`src/sssg_pkg.sv`:
```
package sssg_pkg;

  localparam int MAX_SCREEN_DIM_DEF = 4096;

  localparam int NUM_VERT  = 10;
  localparam int NUM_PAIR  = 5;
  localparam int PIDX_W    = $clog2(NUM_PAIR);

  localparam int CRD_W     = 13;
  localparam int RAD_W     = 10;
  localparam int ROT_W     = 10;
  localparam int COLOR_W   = 24;
  localparam int ROW_W     = 12;
  localparam int START_W   = 12;
  localparam int END_W     = 13;

  localparam int CFG_W     = 13;
  localparam int CFG_IDX_W = 2;
  localparam logic [CFG_IDX_W-1:0] REG_SCREEN_WIDTH  = 2'd0;
  localparam logic [CFG_IDX_W-1:0] REG_SCREEN_HEIGHT = 2'd1;
  localparam logic [CFG_W-1:0] SCREEN_WIDTH_RST  = 13'd1024;
  localparam logic [CFG_W-1:0] SCREEN_HEIGHT_RST = 13'd768;

  localparam int ANG_W     = 9;
  localparam int SIN_W     = 12;
  localparam int SIN_SHIFT = 10;
  localparam int VTX_W     = 14;
  localparam int DIFF_W    = 15;
  localparam int PROD_W    = 2 * DIFF_W;
  localparam int QUO_W     = 11;
  localparam int DEN_W     = 11;
  localparam int DIV_LAT   = QUO_W + 2;
  localparam int SORT_LAT  = NUM_VERT;
  localparam int QDEPTH    = 4;

  localparam int RECIP_W       = 28;
  localparam logic [RECIP_W-1:0] INNER_RECIP = 28'd205084722;
  localparam int INNER_SHIFT   = 29;

  localparam longint HALF_PI_Q16 = 102944;
  localparam int DEG_FULL    = 360;
  localparam int DEG_QUARTER = 90;
  localparam int DEG_STEP    = 36;

  typedef logic signed [SIN_W-1:0] sin_tab_t [0:DEG_QUARTER-1];

  function automatic sin_tab_t build_sin_tab(input bit comp);
    sin_tab_t tab;
    longint x;
    longint x2;
    longint x3;
    longint x5;
    longint x7;
    longint s;
    for (int r = 0; r < DEG_QUARTER; r++) begin
      x = (HALF_PI_Q16 * r) / DEG_QUARTER;
      if (comp) x = HALF_PI_Q16 - x;
      x2 = (x * x) >>> 16;
      x3 = (x2 * x) >>> 16;
      x5 = (x3 * x2) >>> 16;
      x7 = (x5 * x2) >>> 16;
      s = x - x3 / 6 + x5 / 120 - x7 / 5040;
      tab[r] = SIN_W'((s * 1024) / 65536);
    end
    return tab;
  endfunction

  localparam sin_tab_t SIN_DIRECT = build_sin_tab(1'b0);
  localparam sin_tab_t SIN_COMP   = build_sin_tab(1'b1);

  typedef struct packed {
    logic [NUM_PAIR-1:0][START_W-1:0] x0;
    logic [NUM_PAIR-1:0][END_W-1:0]   x1;
    logic [NUM_PAIR-1:0]              mask;
    logic [ROW_W-1:0]                 row;
    logic [COLOR_W-1:0]               color;
  } span_set_t;

  typedef struct packed {
    logic full;
    logic empty;
  } q_stat_t;

endpackage

```
`src/sssg_queue.sv`:
```
module sssg_queue (
  input  logic                clk,
  input  logic                rst_n,
  input  logic                push,
  input  sssg_pkg::span_set_t din,
  input  logic                pop,
  output sssg_pkg::span_set_t dout,
  output sssg_pkg::q_stat_t   stat
);

  localparam int DEPTH = sssg_pkg::QDEPTH;
  localparam int PTR_W = $clog2(DEPTH);
  localparam int CNT_W = $clog2(DEPTH + 1);

  sssg_pkg::span_set_t mem_r [0:DEPTH-1];
  logic [PTR_W-1:0]    wr_ptr_r, rd_ptr_r;
  logic [CNT_W-1:0]    cnt_r;

  always_ff @(posedge clk) begin
    if (push) mem_r[wr_ptr_r] <= din;
  end

  always_ff @(posedge clk) begin
    if (!rst_n) begin
      wr_ptr_r <= '0;
      rd_ptr_r <= '0;
      cnt_r    <= '0;
    end else begin
      if (push) wr_ptr_r <= (wr_ptr_r == PTR_W'(DEPTH - 1)) ? '0 : wr_ptr_r + 1'b1;
      if (pop)  rd_ptr_r <= (rd_ptr_r == PTR_W'(DEPTH - 1)) ? '0 : rd_ptr_r + 1'b1;
      if (push && !pop)      cnt_r <= cnt_r + 1'b1;
      else if (pop && !push) cnt_r <= cnt_r - 1'b1;
    end
  end

  assign dout       = mem_r[rd_ptr_r];
  assign stat.full  = (cnt_r == CNT_W'(DEPTH));
  assign stat.empty = (cnt_r == '0);

endmodule

```
`config.mk`:
```
export PLATFORM = sky130hd
export DESIGN_NAME = sssg_queue
export DESIGN_NICKNAME = d
export VERILOG_FILES = /design/src/sssg_pkg.sv /design/src/sssg_queue.sv
export SDC_FILE = /design/constraint.sdc
export NUM_CORES = 1
export LEC_CHECK = 0
export ABC_AREA = 1
export BUFFER_PORTS_ARGS = -buffer_cell sky130_fd_sc_hd__buf_2
export CAP_MARGIN = 15
export CORE_MARGIN = 5
export CORE_UTILIZATION = 40
export CTS_BUF_LIST = sky130_fd_sc_hd__clkbuf_8
export CTS_CLUSTER_SIZE = 40
export DETAILED_ROUTE_END_ITERATION = 10
export GPL_TIMING_DRIVEN = 0
export MAX_ROUTING_LAYER = met4
export PLACE_DENSITY = 0.69
export SLEW_MARGIN = 0
export SYNTH_ARGS = -nofsm -noshare
export SYNTH_HDL_FRONTEND = slang
export SYNTH_SLANG_ARGS = --single-unit
export TNS_END_PERCENT = 10
```
`constraint.sdc`:
```
create_clock -name clk -period 9.1 [get_ports clk]
set_input_delay 0.455 -clock clk [delete_from_list [all_inputs] [get_ports clk]]
set_output_delay 0.455 -clock clk [all_outputs]
set_load 0.1 [all_outputs]
```
==> key figures <==
Logic synthesis
  – Netlist cell types: 22
  – Synth top cells by count: edfxtp_1, nor2_1, o21ai_0, o22ai_1, clkbuf_1
  – Post-synth top area share: 79.7%
  – Seq cells post-synth: 673
  – Post-synth ARST share: 0%
  – Cells after synthesis: 1664
  – Ys Warns: 0
  – Sequential area share after synthesis: 80.4%
  – Syn Nets: 1841
  – Mapped Area: 0.0250 mm²
  – Mean Syn Cell Area: 15.0 µm²
  – Synth top area cells: edfxtp_1, o21ai_0, nor2_1, o22ai_1, clkbuf_1
  – Top-count cell post-synth: edfxtp_1
  – Number of flops mapped to enable cells by yosys: 664
  – Yosys top cell by area: edfxtp_1
  – Main synth FF type: edfxtp_1

Detailed routing
  – Routed length on met1: 26500 µm
  – DR top layer: met4
  – WL/cell: 21.0 µm
  – DR vias/cell: 5.20
  – Via Count: 16710
  – Post-route DRC: 0
  – Met3 routed WL: 5140 µm
  – Post-route ant nets: 0
  – Initial DRT Pass Iterations: 5
  – WL met2: 34300 µm
  – 1st-iter DRT viols: 1227
  – Drt total wl: 67400 µm

GRT
  – GR Overflow Total: 0
  – GRT Total Usage: 19.8%
  – First-pass GRT wire length: 99800 µm
  – Vias in the first global route: 17365
  – Largest net degree at the start of global routing: 106
  – Initial antenna violation count: 9

Worst setup path
  – CP endpoint: dout[65]
  – CP Max Fanout: 10
  – Crit end category: primary output
  – Critical Path RT: 8.65 ns
  – Crit path kind: flip-flop to primary output
  – Reg-to-reg setup timing slack: 6.89 ns
  – Reg2Reg Depth: 5
  – R2r startpoint: wr_ptr_r[1]
  – Arrival time of the worst setup path: 3.26 ns
  – CP startpoint kind: flip-flop
  – FF-to-FF End: mem_r[1][74]

Layout
  – Layout cell share with drive strength beyond 1: 23.2%
  – Area grow syn2layout: 26.4%
  – Final net count: 2459
  – Fill cell count: 5095
  – Final instance area: 0.0316 mm²

Timing
  – Transition time of the tightest slew-check pin: 0.790 ns
  – Worst Skew: 0.0300 ns
  – Period utilization: 40.8%
  – Post-route minimum period: 3.72 ns
  – Peak Freq: 269 MHz
  – Final setup fails: 0
  – RSZ-0062 raised after global routing: false
  – Fin. Hold Viols: 0
  – Final TNS setup: 0 ns
  – Slew margin rel.: 47.3%
  – Slew Limit Fails: 0

Run
  – Max Cap Violations: 0

Power
  – Leakage power: 0.0113 µW
  – VDD IR-drop max: 0.144 mV
  – Pwr dens: 239 mW/mm²

Clocking
  – Clk slew on worst S/H paths: 0.06 ns
  – Post-CTS setup buffer count: 0
  – Clk buf depth: 3
  – CTS tree: built
  – TritonCTS Sinks: 673
  – Clk Latency, worst-skew pair: 0.69 ns
  – H-Tree Depth: 3
  – Clk Tree Root Cell: clkbuf_8
  – CTS buffer count: 108

Floorplanning
  – Core area: 0.0618 mm²
  – Die height: 260 µm
  – Die width: 260 µm
  – Io pins: 338
  – Row count: 91
  – Starting Density: 40.5%
  – Die area: 0.0676 mm²

Outcome
  – Status: completed

Min path
  – Hold Path Class: input pin to flip-flop

Placement
  – Placed Area: 0.0279 mm²
  – HPWL after DPL: 39800 µm
  – Port Buf Inserts: 337
  – GPL Wtd Cong: 0.765
[how the worst min path moves through the flow]
stage                 from  cells past startpoint          end
2_1_floorplan  wr_ptr_r[1]                      2  wr_ptr_r[1]
3_3_place_gp   wr_ptr_r[1]                      2  wr_ptr_r[1]
3_5_place_dp   wr_ptr_r[1]                      2  wr_ptr_r[1]
4_1_cts                pop                      3    flip-flop
5_1_grt                pop                      4    flip-flop
6_report               pop                      3    flip-flop
[stage by stage]
| stage | power (µW) | instances | hold WS (ns) | worst slack (ns) | utilization [%] |
|---|---|---|---|---|---|
| CTS | 7610 | 3206 | 0.0279 | 5.23 | 51.1 |
| global route | 7840 | 3215 | 0.0730 | 5.09 | 51.1 |
| global placement | 5150 | 2838 | 0.499 | 1.91 | 44.9 |
| floorplan | 4790 | 1664 | 0.490 | 4.80 | - |
| detailed placement | 5140 | 2842 | 0.536 | 6.04 | 45.1 |
| finish | 7560 | 3215 | 0.124 | 5.38 | 51.1 |
[timing repair]
| action | CTS | global route |
|---|---|---|
| hold endpoints to repair | 669 | 0 |
| hold buffers | 167 | 0 |
| endpoints found under the setup margin | 0 | 0 |
| gates resized for setup | 0 | 0 |
[power by group]
part | internal (µW) | switching [µW]
combinational | 274 | 1280
clock | 1270 | 1160
sequential | 3550 | 29.0
total | 5090 | 2470
[flip-flops by register name, summed over array words and instances (netlist names), named ones only]
| signal | cells |
|---|---|
| mem_r | 664 |
| cnt_r | 3 |
| rd_ptr_r | 2 |
| wr_ptr_r | 2 |
[critical path: stages, from the launching register on]
cell	delay (ns)
dfxtp_1	0.38
inv_1	0.16
buf_2	0.39
clkbuf_1	0.46
o21ai_0	0.18
o22ai_1	0.46
buf_2	0.53
[area by class of cell]
class                   instances  area [µm²]  area share [%]
repair buffers                508        3470            11.0
flip-flops and latches        673       20100            63.6
clock buffers                 113        1560            4.92
well taps                     837        1050            3.31
inverters                      16        95.1           0.301
clock inverters                84         479            1.52
diodes                          9        22.5          0.0712
plain buffers                 109         596            1.88
multi-input cells             866        4230            13.4
[layout by cell type (no fill, tap or decap), types with 5 or more instances in the layout]
master           n
buf_2          367
buf_4            9
buf_6           15
clkbuf_1        53
clkbuf_8       113
clkinv_1        21
clkinv_2        14
dfxtp_1          9
diode_2          9
dlygate4sd3_1  167
edfxtp_1       664
ha_1             6
inv_1           49
inv_8            5
nand2_1          8
nor2_1         340
o21ai_0        309
o21ai_1         26
o22ai_1        156
o22ai_2         10
[kinds of logic (layout without fill, tap and decap cells)]
group / count (synthesis) / after routing / share of synthesized area, %
DFF: 673 / 673 / 80.4
AOI/OAI and AO/OA: 504 / 504 / 11.2
adders and majority gates: 7 / 7 / 0.380
and+or+nand+nor: 354 / 354 / 5.35
buffers and inverters: 125 / 830 / 2.64
other: 0 / 9 / 0
xor gates and xnor gates: 1 / 1 / 0.0350
[layer usage]
metal | up-vias | global-route usage [%]
met5 | - | -
met4 | 0 | 5.86
met3 | 121 | 4.72
met2 | 708 | 33.5
met1 | 8288 | 23.9
li1 | 7593 | -
No activity file was read; power rests on OpenSTA's default activity.
