## src/sssg_pkg.sv

```systemverilog
package sssg_pkg;

  localparam int MAX_SCREEN_DIM_DEF = 4096;

  localparam int NUM_VERT  = 10;
  localparam int NUM_PAIR  = 5;
  localparam int PIDX_W    = $clog2(NUM_PAIR);

  localparam int CRD_W     = 13;
  localparam int RAD_W     = 10;
  localparam int ROT_W     = 10;
  localparam int COLOR_W   = 24;
  localparam int ROW_W     = 12;
  localparam int START_W   = 12;
  localparam int END_W     = 13;

  localparam int CFG_W     = 13;
  localparam int CFG_IDX_W = 2;
  localparam logic [CFG_IDX_W-1:0] REG_SCREEN_WIDTH  = 2'd0;
  localparam logic [CFG_IDX_W-1:0] REG_SCREEN_HEIGHT = 2'd1;
  localparam logic [CFG_W-1:0] SCREEN_WIDTH_RST  = 13'd1024;
  localparam logic [CFG_W-1:0] SCREEN_HEIGHT_RST = 13'd768;

  localparam int ANG_W     = 9;
  localparam int SIN_W     = 12;
  localparam int SIN_SHIFT = 10;
  localparam int VTX_W     = 14;
  localparam int DIFF_W    = 15;
  localparam int PROD_W    = 2 * DIFF_W;
  localparam int QUO_W     = 11;
  localparam int DEN_W     = 11;
  localparam int DIV_LAT   = QUO_W + 2;
  localparam int SORT_LAT  = NUM_VERT;
  localparam int QDEPTH    = 4;

  localparam int RECIP_W       = 28;
  localparam logic [RECIP_W-1:0] INNER_RECIP = 28'd205084722;
  localparam int INNER_SHIFT   = 29;

  localparam longint HALF_PI_Q16 = 102944;
  localparam int DEG_FULL    = 360;
  localparam int DEG_QUARTER = 90;
  localparam int DEG_STEP    = 36;

  typedef logic signed [SIN_W-1:0] sin_tab_t [0:DEG_QUARTER-1];

  function automatic sin_tab_t build_sin_tab(input bit comp);
    sin_tab_t tab;
    longint x;
    longint x2;
    longint x3;
    longint x5;
    longint x7;
    longint s;
    for (int r = 0; r < DEG_QUARTER; r++) begin
      x = (HALF_PI_Q16 * r) / DEG_QUARTER;
      if (comp) x = HALF_PI_Q16 - x;
      x2 = (x * x) >>> 16;
      x3 = (x2 * x) >>> 16;
      x5 = (x3 * x2) >>> 16;
      x7 = (x5 * x2) >>> 16;
      s = x - x3 / 6 + x5 / 120 - x7 / 5040;
      tab[r] = SIN_W'((s * 1024) / 65536);
    end
    return tab;
  endfunction

  localparam sin_tab_t SIN_DIRECT = build_sin_tab(1'b0);
  localparam sin_tab_t SIN_COMP   = build_sin_tab(1'b1);

  typedef struct packed {
    logic [NUM_PAIR-1:0][START_W-1:0] x0;
    logic [NUM_PAIR-1:0][END_W-1:0]   x1;
    logic [NUM_PAIR-1:0]              mask;
    logic [ROW_W-1:0]                 row;
    logic [COLOR_W-1:0]               color;
  } span_set_t;

  typedef struct packed {
    logic full;
    logic empty;
  } q_stat_t;

endpackage

```

## src/sssg_back.sv

```systemverilog
module sssg_back (
  input  logic                         clk,
  input  logic                         rst_n,
  input  sssg_pkg::q_stat_t            q_stat,
  input  sssg_pkg::span_set_t          head,
  output logic                         pop,
  output logic                         out_valid,
  output logic [sssg_pkg::START_W-1:0] out_span_start,
  output logic [sssg_pkg::END_W-1:0]   out_span_end,
  output logic [sssg_pkg::ROW_W-1:0]   out_span_row,
  output logic [sssg_pkg::COLOR_W-1:0] out_span_color,
  output logic                         out_last_span
);

  localparam int NP = sssg_pkg::NUM_PAIR;

  sssg_pkg::span_set_t         cur_r;
  logic [NP-1:0]               mask_r;
  logic [sssg_pkg::PIDX_W-1:0] sel_idx;
  logic [NP-1:0]               rest;
  logic                        have;
  logic                        load;

  logic                         valid_r;
  logic [sssg_pkg::START_W-1:0] start_r;
  logic [sssg_pkg::END_W-1:0]   end_r;
  logic [sssg_pkg::ROW_W-1:0]   row_r;
  logic [sssg_pkg::COLOR_W-1:0] color_r;
  logic                         last_r;

  always_comb begin
    sel_idx = '0;
    for (int k = NP - 1; k >= 0; k--) begin
      if (mask_r[k]) sel_idx = sssg_pkg::PIDX_W'(k);
    end
  end

  assign have = (mask_r != '0);
  assign rest = mask_r & ~(NP'(1) << sel_idx);
  assign load = !q_stat.empty && (!have || (rest == '0));
  assign pop  = load;

  always_ff @(posedge clk) begin
    if (!rst_n) begin
      mask_r  <= '0;
      valid_r <= 1'b0;
    end else begin
      valid_r <= have;
      if (load) mask_r <= head.mask;
      else if (have) mask_r <= rest;
    end
  end

  always_ff @(posedge clk) begin
    if (load) cur_r <= head;
    if (have) begin
      start_r <= cur_r.x0[sel_idx];
      end_r   <= cur_r.x1[sel_idx];
      row_r   <= cur_r.row;
      color_r <= cur_r.color;
      last_r  <= (rest == '0);
    end
  end

  assign out_valid      = valid_r;
  assign out_span_start = start_r;
  assign out_span_end   = end_r;
  assign out_span_row   = row_r;
  assign out_span_color = color_r;
  assign out_last_span  = last_r;

endmodule

```

## config.mk

```make
export PLATFORM = sky130hd
export DESIGN_NAME = sssg_back
export DESIGN_NICKNAME = d
export VERILOG_FILES = /design/src/sssg_pkg.sv /design/src/sssg_back.sv
export SDC_FILE = /design/constraint.sdc
export NUM_CORES = 1
export LEC_CHECK = 0
export ABC_AREA = 1
export ABC_CLOCK_PERIOD_IN_PS = 5800
export BUFFER_PORTS_ARGS = -buffer_cell sky130_fd_sc_hd__clkbuf_2
export CORE_UTILIZATION = 47
export DETAILED_ROUTE_END_ITERATION = 7
export PLACE_DENSITY = 0.76
export SLEW_MARGIN = 20
export SYNTH_ARGS = -nofsm -noshare
export SYNTH_HDL_FRONTEND = slang
export SYNTH_SLANG_ARGS = --single-unit
```

## constraint.sdc

```tcl
create_clock -name clk -period 5.8 [get_ports clk]
set_input_delay 1.16 -clock clk [delete_from_list [all_inputs] [get_ports clk]]
set_output_delay 1.16 -clock clk [all_outputs]
set_load 0.01 [all_outputs]
```

==> flow_metrics.tcl <==
set metrics [dict create \
    status "finished, final reports clean" \
    ctsHoldBuffers 0 \
    combinationalPowerShare_pct 15.1 \
    synth_seq_cells 229 \
    gp_congestion 0.750 \
    cp-end-kind "output port" \
    fin_skew_ps 7.63 \
    final_nets 987 \
    power.density_mw_per_mm2 425 \
    clkSinkCount 229 \
    report.final.slew_viol_count 0 \
    area_growth_syn_to_layout_pct 26.4 \
    worstPathCellList "inv_1, nor2_4, nand2_1, nand2_2, nand4_4, inv_6, clkbuf_2" \
    final_hold_viol_count 0 \
    grt_max_degree 84 \
    ys_types 20 \
    ys.flop_type "edfxtp_1" \
    cts_root_buf "clkbuf_16" \
    drc_errors 0 \
    yosys-top-cells-count "223 x edfxtp_1, 168 x nand2_1, 52 x nand3_1, 36 x nor2_1, 35 x inv_1" \
    finalPower_mw 4.49 \
    cts_buffer_depth 3 \
    hp-class "flop to flop" \
    cpMaxStageDelayCell "inv_6" \
    wl_per_cell_um 16.5 \
    antenna_found_initial 1 \
    timing.final.crit_share_pct 68.8 \
    power.share.sequential_pct 50.0 \
    yosysTopAreaCell "edfxtp_1" \
    numPortBuffers 232 \
    grt_first_pass_wirelength_um 25700 \
    vias 5125 \
    setup_violations 0 \
    cpPeakStageDelay_ps 580 \
    start_util_pct 48.2 \
    antenna_left 0 \
    fp.dieH_um 135 \
    vias_per_cell 4.83 \
    crit_type "flop to output port" \
    syn_nets 746 \
    ys_warn_count 0 \
    timing.slew.headroom_pct 30.1 \
    cap_viol_max_count 0 \
    cp.arrival_ps 2830 \
    postSynthAreaPerCell_um2 14.5 \
    dr.pass1.iters 6 \
    net-switching-power_mw 1.12 \
    synth_edf_count 223 \
    synth_area_mm2 0.00836 \
    syn_inst 576 \
    post_route_cells_drive_above_1_share_pct 34.0 \
    p_int_mw 3.37 \
    dieArea_mm2 0.0183 \
    worst_slew_pin_slew_ps 1050 \
    io_pins 234 \
    synth_top_area_share_pct 80.1 \
    grt.total_usage_pct 18.8 \
    clk_pin_slew_ps 60 \
    yosysMostFrequentCell "edfxtp_1" \
    fillers 1331 \
    pwr-share-clk_pct 35.0 \
    fin_crit_ps 3990 \
    critPathLaunchType "flop" \
    p_leak_nw 4.58 \
    cp_max_fo 80 \
    antenna_cells 0 \
    rows 48 \
    insertion_delay_ps 500 \
    grt_pass1_vias 4942 \
    dp_hpwl_um 11600 \
    fmax_mhz 251 \
    drt_iter0_markers 279 \
    rsz0062_at_grt "false" \
    fp.coreArea_mm2 0.0174 \
    synth-async-reset-ratio_pct 0 \
    setup_tns_ps 0 \
    htreeDepth 1 \
    drt_wl_total_um 17500 \
    post_cts_resized 0 \
    die_w_um 135 \
    yosys-top-cells-area "edfxtp_1 80%, nand2_1 7.5%, nand3_1 3.1%, o21bai_1 2.2%, nor2_1 1.6%" \
    numCtsBuffers 24 \
    cts_tree "built" \
    grt_overflow 0 \
    ir_drop_mv 0.271 \
    crit_required_ps 4640 \
    yosysSeqAreaShare_pct 81.5 \
    post_cts_buffers 0 \
    swShare_pct 25.0 \
]
power by group through the flow:
stage                     combinational, mW  clock [mW]  sequential, mW
after floorplan                       0.328           0            2.36
after global placement                0.669           0            2.27
after detailed placement              0.689           0            2.28
after CTS                             0.693        1.61            2.25
after global routing                  0.760        1.66            2.27
final                                 0.678        1.57            2.24
worst paths after layout:
path,startpoint,endpoint,slack [ps],cells after the start
worst max-delay path,mask_r[3]$_SDFFE_PN0P_,pop,1810,7
worst min-delay path,cur_r[33]$_DFFE_PP_,out_span_row[9]$_DFFE_PP_,410,0
worst max register to register,mask_r[3]$_SDFFE_PN0P_,cur_r[6]$_DFFE_PP_,2350,7
worst min register to register,cur_r[33]$_DFFE_PP_,out_span_row[9]$_DFFE_PP_,410,0
worst max-delay path: cells and delay by family (launching register included):
family	cells	cell delay, ps
buffers and inverters	3	940
flip-flops	1	410
AND/OR/NAND/NOR	4	980
final cells by class:
type                       instances  area, um^2  area share (%)
tap                              225         282            2.66
timing repair buffer             236        1190            11.3
clock inverter                    14         171            1.62
sequential                       229        6820            64.5
inverter                          37         144            1.36
clock buffer                      30         654            6.19
multi-input combinational        289        1320            12.4
state kept, by name, summed over array words and instances, names as in the netlist:
name / count
cur_r: 161
out_span_color: 24
out_valid: 1
out_span_start: 12
out_span_end: 13
out_last_span: 1
out_span_row: 12
mask_r: 5
routing by layer:
| layer | vias to the layer above | wire length (um) | GRT usage, % | part of all wire (%) |
|---|---|---|---|---|
| met2 | 222 | 8580 | 32.3 | 49 |
| met1 | 2393 | 6990 | 23.3 | 40 |
| met3 | 23 | 1570 | 4.90 | 9.0 |
| li1 | 2487 | - | - | - |
| met5 | - | 0 | 0 | 0 |
| met4 | 0 | 314 | 5.93 | 1.8 |
cell families after synthesis:
logic type	count (synthesis)	synth area share (%)
buffers and inverters	58	2.95
AOI/OAI and AO/OA	27	2.45
and+or+nand+nor	262	13.1
DFF	229	81.5
layout by cell type, fill, tap and decap left out, drive strengths merged:
cell / Yosys / layout
clkbuf: 6 / 262
edfxtp: 223 / 223
nand2: 169 / 169
nand3: 52 / 52
nor2: 39 / 39
inv: 37 / 38
o21bai: 24 / 24
clkinv: 0 / 8
dfxtp: 6 / 6
bufinv: 0 / 4
buf: 15 / 4
nand3b: 1 / 1
o21ai: 1 / 1
a21oi: 1 / 1
nand4: 1 / 1
o21a: 1 / 1
clkinvlp: 0 / 1
through the flow:
stage	instances	hold WS [ps]	instance area [um^2]	util [%]	setup slack (ps)
final	1060	414	10600	60.9	1810
after global placement	1016	401	9750	56.2	2240
after floorplan	576	400	8360	-	35.5
after detailed placement	1016	405	9750	56.2	2190
after CTS	1060	415	10600	60.9	1670
after global routing	1060	421	10600	60.9	1490
Power figures use the tool's default switching activity.
